**src/hw/rtl/lpb_pkg.sv**
```systemverilog
// lpb_pkg: shared types and constants for the largest-prime-below search.
// Used by lpb_ctrl, lpb_dp and largest_prime_below; depends on nothing.
`timescale 1ns / 1ps

package lpb_pkg;

    localparam int LPB_VALUE_BITS = 32;

    typedef enum logic [2:0] {
        ST_IDLE,
        ST_TEST,
        ST_BOUND,
        ST_DIV,
        ST_CHECK,
        ST_DONE
    } lpb_state_t;

    // Commands from the controller to the datapath
    typedef struct packed {
        logic load_limit;
        logic dec_cand;
        logic init_div;
        logic start_rem;
        logic rem_step;
        logic next_div;
        logic load_out;
    } lpb_cmd_t;

    // Status from the datapath to the controller
    typedef struct packed {
        logic cand_even;
        logic sq_above;
        logic rem_last;
        logic rem_zero;
    } lpb_status_t;

endpackage

```
**src/hw/rtl/largest_prime_below.sv**
```systemverilog
// largest_prime_below: one request in, one result out. Latency is data dependent:
// an even candidate is stepped down in the test state; an odd one passes the test state
// and then, for each odd trial divisor tried, a bound check, a one-bit-a-cycle remainder
// and a check; a last bound check and an output load report the prime. One request at
// a time: the next is taken the cycle after the result is loaded, while it may wait.
// Reset (aresetn, synchronous, active low) returns to idle and drops any result.
`timescale 1ns / 1ps

module largest_prime_below
    import lpb_pkg::*;
#(
    parameter int VALUE_BITS = LPB_VALUE_BITS
) (
    input  logic                  aclk,
    input  logic                  aresetn,
    input  logic                  s_valid,
    output logic                  s_ready,
    input  logic [VALUE_BITS-1:0] s_limit,
    output logic                  m_valid,
    input  logic                  m_ready,
    output logic [VALUE_BITS-1:0] m_prime
);

    lpb_cmd_t    cmd;
    lpb_status_t status;

    lpb_ctrl u_ctrl (
        .aclk    (aclk),
        .aresetn (aresetn),
        .s_valid (s_valid),
        .s_ready (s_ready),
        .m_valid (m_valid),
        .m_ready (m_ready),
        .status  (status),
        .cmd     (cmd)
    );

    lpb_dp #(
        .VALUE_BITS (VALUE_BITS)
    ) u_dp (
        .aclk    (aclk),
        .aresetn (aresetn),
        .cmd     (cmd),
        .s_limit (s_limit),
        .status  (status),
        .m_prime (m_prime)
    );

endmodule

```
**src/hw/rtl/lpb_dp.sv**
```systemverilog
// lpb_dp: datapath of the prime search: candidate, odd divisor with its square,
// and a bit-serial remainder unit. Depends on lpb_pkg; driven by lpb_ctrl.
`timescale 1ns / 1ps

module lpb_dp
    import lpb_pkg::*;
#(
    parameter int VALUE_BITS = LPB_VALUE_BITS
) (
    input  logic                  aclk,
    input  logic                  aresetn,
    input  lpb_cmd_t              cmd,
    input  logic [VALUE_BITS-1:0] s_limit,
    output lpb_status_t           status,
    output logic [VALUE_BITS-1:0] m_prime
);

    localparam int CNT_BITS = $clog2(VALUE_BITS);

    logic [VALUE_BITS-1:0] cand_reg,  cand_next;
    logic [VALUE_BITS-1:0] div_reg,   div_next;
    logic [VALUE_BITS+1:0] sq_reg,    sq_next;
    logic [VALUE_BITS:0]   rem_reg,   rem_next;
    logic [CNT_BITS-1:0]   cnt_reg,   cnt_next;
    logic [VALUE_BITS-1:0] out_reg,   out_next;
    logic [VALUE_BITS:0]   rem_shift;

    assign rem_shift = {rem_reg[VALUE_BITS-1:0], cand_reg[cnt_reg]};

    always_comb begin
        cand_next = cand_reg;
        div_next  = div_reg;
        sq_next   = sq_reg;
        rem_next  = rem_reg;
        cnt_next  = cnt_reg;
        out_next  = out_reg;
        if (cmd.load_limit) begin
            // limits of four and below leave only the floor answer
            cand_next = (s_limit > VALUE_BITS'(4)) ? s_limit - VALUE_BITS'(1)
                                                   : VALUE_BITS'(3);
        end
        if (cmd.dec_cand) begin
            cand_next = cand_reg - VALUE_BITS'(1);
        end
        if (cmd.init_div) begin
            div_next = VALUE_BITS'(3);
            sq_next  = (VALUE_BITS + 2)'(9);
        end
        if (cmd.next_div) begin
            // (d+2)^2 = d^2 + 4d + 4
            div_next = div_reg + VALUE_BITS'(2);
            sq_next  = sq_reg + {div_reg, 2'b00} + (VALUE_BITS + 2)'(4);
        end
        if (cmd.start_rem) begin
            rem_next = '0;
            cnt_next = CNT_BITS'(VALUE_BITS - 1);
        end
        if (cmd.rem_step) begin
            rem_next = (rem_shift >= {1'b0, div_reg}) ? rem_shift - {1'b0, div_reg}
                                                      : rem_shift;
            cnt_next = cnt_reg - CNT_BITS'(1);
        end
        if (cmd.load_out) begin
            out_next = cand_reg;
        end
    end

    always_ff @(posedge aclk) begin
        cand_reg <= cand_next;
        div_reg  <= div_next;
        sq_reg   <= sq_next;
        rem_reg  <= rem_next;
        cnt_reg  <= cnt_next;
        out_reg  <= out_next;
    end

    assign status.cand_even = ~cand_reg[0];
    assign status.sq_above  = sq_reg > {2'b00, cand_reg};
    assign status.rem_last  = cnt_reg == '0;
    assign status.rem_zero  = rem_reg == '0;
    assign m_prime          = out_reg;

    // three is always prime, so the search never steps below it
    a_cand_floor: assert property (@(posedge aclk) disable iff (!aresetn)
        cmd.dec_cand |-> cand_reg > VALUE_BITS'(3))
        else $error("candidate stepped below three");

    a_rem_bound: assert property (@(posedge aclk) disable iff (!aresetn)
        cmd.rem_step |-> rem_reg < {1'b0, div_reg})
        else $error("partial remainder not below divisor");

    a_div_odd: assert property (@(posedge aclk) disable iff (!aresetn)
        cmd.rem_step |-> div_reg[0])
        else $error("even trial divisor");

endmodule

```
**src/hw/rtl/lpb_ctrl.sv**
```systemverilog
// lpb_ctrl: state machine that sequences candidates, trial divisors and the
// serial remainder in lpb_dp, and owns the request handshakes. Depends on lpb_pkg.
`timescale 1ns / 1ps

module lpb_ctrl
    import lpb_pkg::*;
(
    input  logic        aclk,
    input  logic        aresetn,
    input  logic        s_valid,
    output logic        s_ready,
    output logic        m_valid,
    input  logic        m_ready,
    input  lpb_status_t status,
    output lpb_cmd_t    cmd
);

    lpb_state_t state_reg, state_next;
    logic       out_valid_reg, out_valid_next;
    logic       slot_free;

    assign slot_free = !out_valid_reg || m_ready;

    always_comb begin
        state_next = state_reg;
        unique case (state_reg)
            ST_IDLE: begin
                if (s_valid) state_next = ST_TEST;
            end
            ST_TEST: begin
                if (!status.cand_even) state_next = ST_BOUND;
            end
            ST_BOUND: begin
                state_next = status.sq_above ? ST_DONE : ST_DIV;
            end
            ST_DIV: begin
                if (status.rem_last) state_next = ST_CHECK;
            end
            ST_CHECK: begin
                state_next = status.rem_zero ? ST_TEST : ST_BOUND;
            end
            ST_DONE: begin
                if (slot_free) state_next = ST_IDLE;
            end
            default: state_next = ST_IDLE;
        endcase
    end

    always_comb begin
        cmd     = '0;
        s_ready = 1'b0;
        unique case (state_reg)
            ST_IDLE: begin
                s_ready        = 1'b1;
                cmd.load_limit = s_valid;
            end
            ST_TEST: begin
                cmd.dec_cand = status.cand_even;
                cmd.init_div = !status.cand_even;
            end
            ST_BOUND: begin
                cmd.start_rem = !status.sq_above;
            end
            ST_DIV: begin
                cmd.rem_step = 1'b1;
            end
            ST_CHECK: begin
                // divisor hit: drop this candidate, else try the next odd divisor
                cmd.dec_cand = status.rem_zero;
                cmd.next_div = !status.rem_zero;
            end
            ST_DONE: begin
                cmd.load_out = slot_free;
            end
            default: begin
                cmd = '0;
            end
        endcase
    end

    always_comb begin
        out_valid_next = out_valid_reg;
        if (cmd.load_out) begin
            out_valid_next = 1'b1;
        end else if (m_ready) begin
            out_valid_next = 1'b0;
        end
    end

    always_ff @(posedge aclk) begin
        if (!aresetn) begin
            state_reg     <= ST_IDLE;
            out_valid_reg <= 1'b0;
        end else begin
            state_reg     <= state_next;
            out_valid_reg <= out_valid_next;
        end
    end

    assign m_valid = out_valid_reg;

    a_no_overwrite: assert property (@(posedge aclk) disable iff (!aresetn)
        cmd.load_out |-> !(out_valid_reg && !m_ready))
        else $error("result overwritten before it was taken");

    a_valid_from_done: assert property (@(posedge aclk) disable iff (!aresetn)
        $rose(out_valid_reg) |-> $past(state_reg == ST_DONE))
        else $error("result raised outside the done state");

    a_done_after_bound: assert property (@(posedge aclk) disable iff (!aresetn)
        (state_reg == ST_BOUND && status.sq_above) |=> state_reg == ST_DONE)
        else $error("prime candidate not reported");

endmodule

```
**config.mk**
```make
export PLATFORM = sky130hd
export DESIGN_NAME = largest_prime_below
export DESIGN_NICKNAME = d
export VERILOG_FILES = /design/src/hw/rtl/lpb_pkg.sv /design/src/hw/rtl/largest_prime_below.sv /design/src/hw/rtl/lpb_dp.sv /design/src/hw/rtl/lpb_ctrl.sv
export SDC_FILE = /design/constraint.sdc
export NUM_CORES = 1
export LEC_CHECK = 0
export ABC_CLOCK_PERIOD_IN_PS = 13100
export BUFFER_PORTS_ARGS = -buffer_cell sky130_fd_sc_hd__buf_2
export CAP_MARGIN = 20
export CORE_ASPECT_RATIO = 0.7
export CORE_UTILIZATION = 40
export CTS_BUF_LIST = sky130_fd_sc_hd__clkbuf_2
export DETAILED_ROUTE_END_ITERATION = 10
export PLACE_DENSITY = 0.54
export SLEW_MARGIN = 20
export SYNTH_ARGS = -nofsm -noshare
export SYNTH_HDL_FRONTEND = slang
export SYNTH_SLANG_ARGS = --single-unit
```
**constraint.sdc**
```tcl
create_clock -name aclk -period 13.1 [get_ports aclk]
set_input_delay 1.31 -clock aclk [delete_from_list [all_inputs] [get_ports aclk]]
set_output_delay 1.31 -clock aclk [all_outputs]
set_load 0.05 [all_outputs]
```
## Word-level counts from Yosys, hierarchy flattened

Cells that the tools add are included.

- Logic and storage cells: 72
- Register bits: 172
- Output and inout port bits: 34
- Input bits: 36

- Add/subtract/negate cells: 7
- Reductions and logical operators: 12
- $lt $le $gt $ge: 4
- Bitwise logic cells: 1
- Equal/unequal tests: 9
- Mux-type cells: 31

Operators with widths:

| kind | number |
|---|---|
| 32-bit two-way mux | 5 |
| 33-bit two-way mux | 3 |
| 34-bit two-way mux | 2 |
| 32-bit by 1-bit subtractor with 32-bit output, second input constant | 2 |
| 34-bit by 3-bit adder with 34-bit output, second input constant | 1 |
| 34-bit adder | 1 |
| 34-bit by 32-bit greater-than comparator with 1-bit output | 1 |
| 33-bit by 32-bit greater-or-equal comparator with 1-bit output | 1 |
| 33-bit zero test | 1 |
| 33-bit by 32-bit subtractor with 33-bit output | 1 |
| 32-bit by 2-bit adder with 32-bit output, second input constant | 1 |
| 32-bit by 3-bit greater-than comparator with 1-bit output, second input constant | 1 |
| 3-bit one-hot mux with 6 select lines | 1 |
| 3-bit two-way mux | 5 |
| 1-bit two-way mux | 10 |
| 5-bit two-way mux | 2 |
| 2-bit nonzero test | 4 |
| 3-bit by 2-bit equality test with 1-bit output, second input constant | 2 |
| 3-bit equality test, second input constant | 2 |
| 5-bit by 6-bit < comparator with 1-bit output, second input constant | 1 |
| 1-bit binary-select mux with 5-bit select | 1 |
| 5-bit zero test | 1 |
| 5-bit by 1-bit subtractor with 5-bit output, second input constant | 1 |
| 2-bit by 1-bit inequality test with 1-bit output, second input constant | 2 |
| 9 further kinds | 12 |

## Logic depth before layout (Yosys ltp)

- Word-level depth: 5
- Mapped depth: 18

## By module

From an unflattened synthesis, not the netlist that was laid out.

- Cell total of the unflattened synthesis: 1321
- Area, all modules: 12844.8 um^2

By module, submodules not included:

| module | area each (um^2) | cells each | sequential area each (um^2) | times used |
|---|---|---|---|---|
| lpb_dp | 12494.5 | 1281 | 4924.7 | 1 |
| lpb_ctrl | 350.3 | 40 | 80.1 | 1 |

## Worst setup path before layout

OpenSTA, ideal clock, no wires.

- Kind: reg2reg
- From: register u_ctrl.state_reg[0]
- To: register u_dp.div_reg[10], enable pin
- Stages on the path, launching flop included: 5
- Library setup time: 502 ps
- Arrival time: 4099 ps
- Required time: 12598 ps
- Buffers on the path: 1
- Slack: 8499 ps
- Period minus slack after synthesis: 4601 ps
- Cells stage by stage: dfxtp_1 > clkbuf_1 > inv_1 > or3_1 > a21oi_1

- Longest elaborated chain between the ends: 3
- Elaborated cells on any way between the ends: 5
- Those cells by class: 2 x eq/ne; 2 x mux; 1 x reduce/logical

RTL lines:

| element | RTL line | source |
|---|---|---|
| from (decl) | lpb_ctrl.sv:18 | `lpb_state_t state_reg, state_next;` |
| from (signal assigned) | lpb_ctrl.sv:95 | `state_reg <= state_next;` |
| 3-bit equality test or 3-bit by 1-bit equality test with 1-bit output (tied branches) | lpb_ctrl.sv:52 | `unique case (state_reg)` |
| 1-bit two-way mux | lpb_ctrl.sv:52 |  |
| 2-bit nonzero test (no source line) * | n/a |  |
| to (signal assigned) | lpb_dp.sv:70 | `div_reg <= div_next;` |
| to (decl) | lpb_dp.sv:21 | `logic [VALUE_BITS-1:0] div_reg, div_next;` |

Mark *: on every way between the ends. The rest lies on a longest branch, timed or not.
A chain may end at the register's enable or synchronous reset.

## Worst setup path in the final report

- From: register u_dp.cnt_reg[0]
- To: register u_dp.rem_reg[32], data pin

- Longest elaborated chain between the ends: 5
- Elaborated cells on any way between the ends: 6
- Those cells by class: 1 x add/sub; 1 x order compare; 4 x mux

RTL lines:

| element | RTL line | source |
|---|---|---|
| from (decl) | lpb_dp.sv:24 | `logic [CNT_BITS-1:0] cnt_reg, cnt_next;` |
| from (signal assigned) | lpb_dp.sv:73 | `cnt_reg <= cnt_next;` |
| 1-bit binary-select mux with 5-bit select * | lpb_dp.sv:28 | `assign rem_shift = {rem_reg[VALUE_BITS-1:0], cand_reg[cnt_reg]};` |
| 1-bit two-way mux (implied by the code) * | lpb_dp.sv:28 |  |
| 33-bit by 32-bit subtractor with 33-bit output or 33-bit by 32-bit greater-or-equal comparator with 1-bit output (tied branches) | lpb_dp.sv:59 | `rem_next = (rem_shift >= {1'b0, div_reg}) ? rem_shift - {1'b0, div_reg}` |
| 33-bit two-way mux * | lpb_dp.sv:59 |  |
| 33-bit two-way mux * | lpb_dp.sv:58 | `if (cmd.rem_step) begin` |
| to (signal assigned) | lpb_dp.sv:72 | `rem_reg <= rem_next;` |
| to (decl) | lpb_dp.sv:23 | `logic [VALUE_BITS:0] rem_reg, rem_next;` |

Mark *: on every way between the ends. The rest lies on a longest branch, timed or not. The select of a mux whose other input is x is not followed.

==> flow_metrics.tcl <==
set metrics [dict create \
    fin_tns_setup_ps 0 \
    routed_wl_mm 34.2 \
    worstSkewPairLatency_ps 870 \
    hp-class "register to register" \
    grt_start_max_net_pins 63 \
    cts_root_buf "clkbuf_2" \
    slew_viol_final 0 \
    grt-ovfl-total 0 \
    synth_compound_area_frac 0.147 \
    r2r_end "u_dp.rem_reg[32]" \
    synth_top_cells_by_count "edfxtp_1, nor2_1, ha_1, xnor2_1, inv_1" \
    grt-busiest-layer "met1" \
    synth_nets 1499 \
    yosysMostFrequentCell "edfxtp_1" \
    vias 10186 \
    hold_viol 0 \
    ys.flop_type "edfxtp_1" \
    worst_r2r_path_depth 16 \
    grt_pass1_vias 9205 \
    path_max_fanout 26 \
    setup_slack_ps 7800 \
    syn_area_per_cell_um2 9.53 \
    power.leakage_nw 5.50 \
    cts.sinks 168 \
    slowest_stage "edfxtp_1" \
    maxCapViolCount 0 \
    cpMostUsedCell "a21oi_1" \
    skew_ps 50.0 \
    synthSimpleGateAreaFrac 0.173 \
    fin_crit_sh 0.405 \
    crit_end "u_dp.rem_reg[32]" \
    clockBufferDepth 2 \
    initial_core_util 0.407 \
    coreArea_um2 31200 \
    r2r_start "u_dp.cnt_reg[0]" \
    synth_cell_types 60 \
    crit_start "u_dp.cnt_reg[0]" \
    row_count 54 \
    htreeDepth 4 \
    place_congestion 0.892 \
    path_cells "mux2i_1 -> a22oi_1 -> nand4_1 -> a21boi_0 -> or2_2 -> fa_1 -> a21oi_1 -> o21ai_0 -> a211oi_1 -> o41a_1 -> o21bai_1 -> a21oi_1 -> nor2b_1 -> a211oi_1 -> a21oi_1 -> a31o_2" \
    hold_buffers 0 \
    start_kind "register" \
    die_h_um 151 \
    postCtsSetupBuffers 0 \
    rrSetupSlack_ps 7800 \
    synth_top_family_by_area "simple AND/OR/NAND/NOR gates" \
    synth_seq_area_share 0.394 \
    drc_errors 0 \
    cts_buffers 17 \
    largest_reg_flops 33 \
    grt_use_met2 0.270 \
    required_ps 13770 \
    die_area_um2 32500 \
    drtIter0Drc 958 \
    portBuffers 69 \
    final_nets 1562 \
    crit_path_end_kind "register" \
    cts_tree "built" \
    first_pass_iters 6 \
    maxClockFrequency_ghz 0.189 \
    yosys.area_share.adder 0.127 \
    grtUsageMet1 0.362 \
    yosysTopAreaCell "edfxtp_1" \
    synth_top_cell_area_share 0.387 \
    die_w_um 215 \
    place_ws_ps 7940 \
    criticalPathCategory "register to register" \
    max_slew.worst_pin.slew_ps 1070 \
    max-vdd-ir-drop_mv 0.0554 \
    grt_pass1_wl_mm 53.2 \
    synth_area_leaders "edfxtp_1, ha_1, xnor2_1" \
    final.min_clock_period_ps 5300 \
    status "finished clean" \
    antenna_found_initial 1 \
    drive_above_1_share 0.0999 \
    synth_seq_cells 168 \
    ctsResizeCount 0 \
    post_synth_xor_area_fraction 0.0951 \
    synthMuxAreaShare 0.0228 \
    netlist_instances 1335 \
    async_flop_share 0 \
    hpwl_mm 26.3 \
    worstPathArrival_ps 5970 \
    max_slew_margin 0.275 \
    power.density_nw_per_um2 102 \
    rsz0062_at_grt "no" \
    holdWs_ps 581 \
    grt_use_met3 0.0424 \
    io-pin-count 70 \
    ant_nets 0 \
    clk_pin_slew_ps 270 \
    vias_per_cell 5.56 \
    gr-usage-all-layers 0.214 \
    wire_per_inst_um 18.7 \
    area_growth_pct 8.80 \
    slowest_delay_ps 1060 \
    syn_area_um2 12700 \
    setup_viol 0 \
    synth_edf_count 164 \
    ys_warn_count 0 \
]
-- cells by family after synthesis --
kind of cell	after synthesis
AND/OR/NAND/NOR	445
adder cells (fa/ha/maj)	128
buffers and inverters	138
multiplexers	29
XOR/XNOR	138
AO/OA/AOI/OAI	289
flip-flops	168
-- power breakdown --
group | internal [W] | switching, W
clock network | 0.000109 | 0.000211
registers | 0.000639 | 0.0000547
logic | 0.000162 | 0.000236
-- worst min path at each step --
stage	depth (start not counted)	end	slack, ps	start
after detailed placement	0	u_dp.m_prime[22]	550	u_dp.cand_reg[22]
after CTS	3	u_ctrl.state_reg[1]	580	aresetn
after global routing	0	u_dp.m_prime[22]	600	u_dp.cand_reg[22]
after floorplan	0	u_dp.m_prime[4]	490	u_dp.cand_reg[4]
final	0	u_dp.m_prime[22]	580	u_dp.cand_reg[22]
after global placement	0	u_dp.m_prime[22]	540	u_dp.cand_reg[22]
-- critical path: cells and delay by family, from the launching register on --
| kind | cells | cell delay, ps |
|---|---|---|
| AOI/OAI and AO/OA | 11 | 2640 |
| adders and majority gates | 1 | 430 |
| DFF | 1 | 1060 |
| muxes | 1 | 340 |
| and+or+nand+nor | 3 | 610 |
-- layout make-up --
type / count / area, µm²
Fill cell: 3089 / 17400
Multi-Input combinational cell: 1029 / 7240
Sequential cell: 168 / 5000
Tap cell: 420 / 526
Timing Repair Buffer: 77 / 405
Inverter: 105 / 394
Clock inverter: 14 / 173
Clock buffer: 18 / 90.1
Antenna cell: 1 / 2.50
-- placed cells by master (no fill, tap or decap), types with 10 or more instances in the layout --
master,netlist,layout
nand2b_1,10,10
nor3_1,40,40
or2_2,12,12
nand4_1,27,27
xor2_1,28,28
o21bai_1,22,22
nand2_1,87,86
nor2b_1,18,18
o21ai_0,43,43
a21o_1,35,35
edfxtp_1,164,164
o22ai_1,32,32
nor2_1,142,141
ha_1,126,126
o211ai_1,10,10
nor4_1,23,23
a211oi_1,14,14
clkbuf_2,0,18
nand3_1,33,33
or3_1,15,15
xnor2_1,110,110
buf_2,4,69
a31oi_1,10,10
mux2i_1,29,29
a21oi_1,77,75
inv_1,105,105
-- per-layer routing --
metal  wire (µm)  up-vias
met1       19300     4836
met2       12500      325
met5           0        -
li1            -     5010
met3        2290       15
met4         172        0
-- metrics by stage --
stage	utilization	cell area, µm²	instances	total power, W
2_1_floorplan	-	12700	1335	0.000984
3_3_place_gp	0.435	13600	1799	0.00109
3_5_place_dp	0.435	13600	1799	0.00110
4_1_cts	0.443	13800	1831	0.00142
5_1_grt	0.443	13800	1832	0.00149
6_report	0.443	13800	1832	0.00141
(Power assumes the default switching activity.)
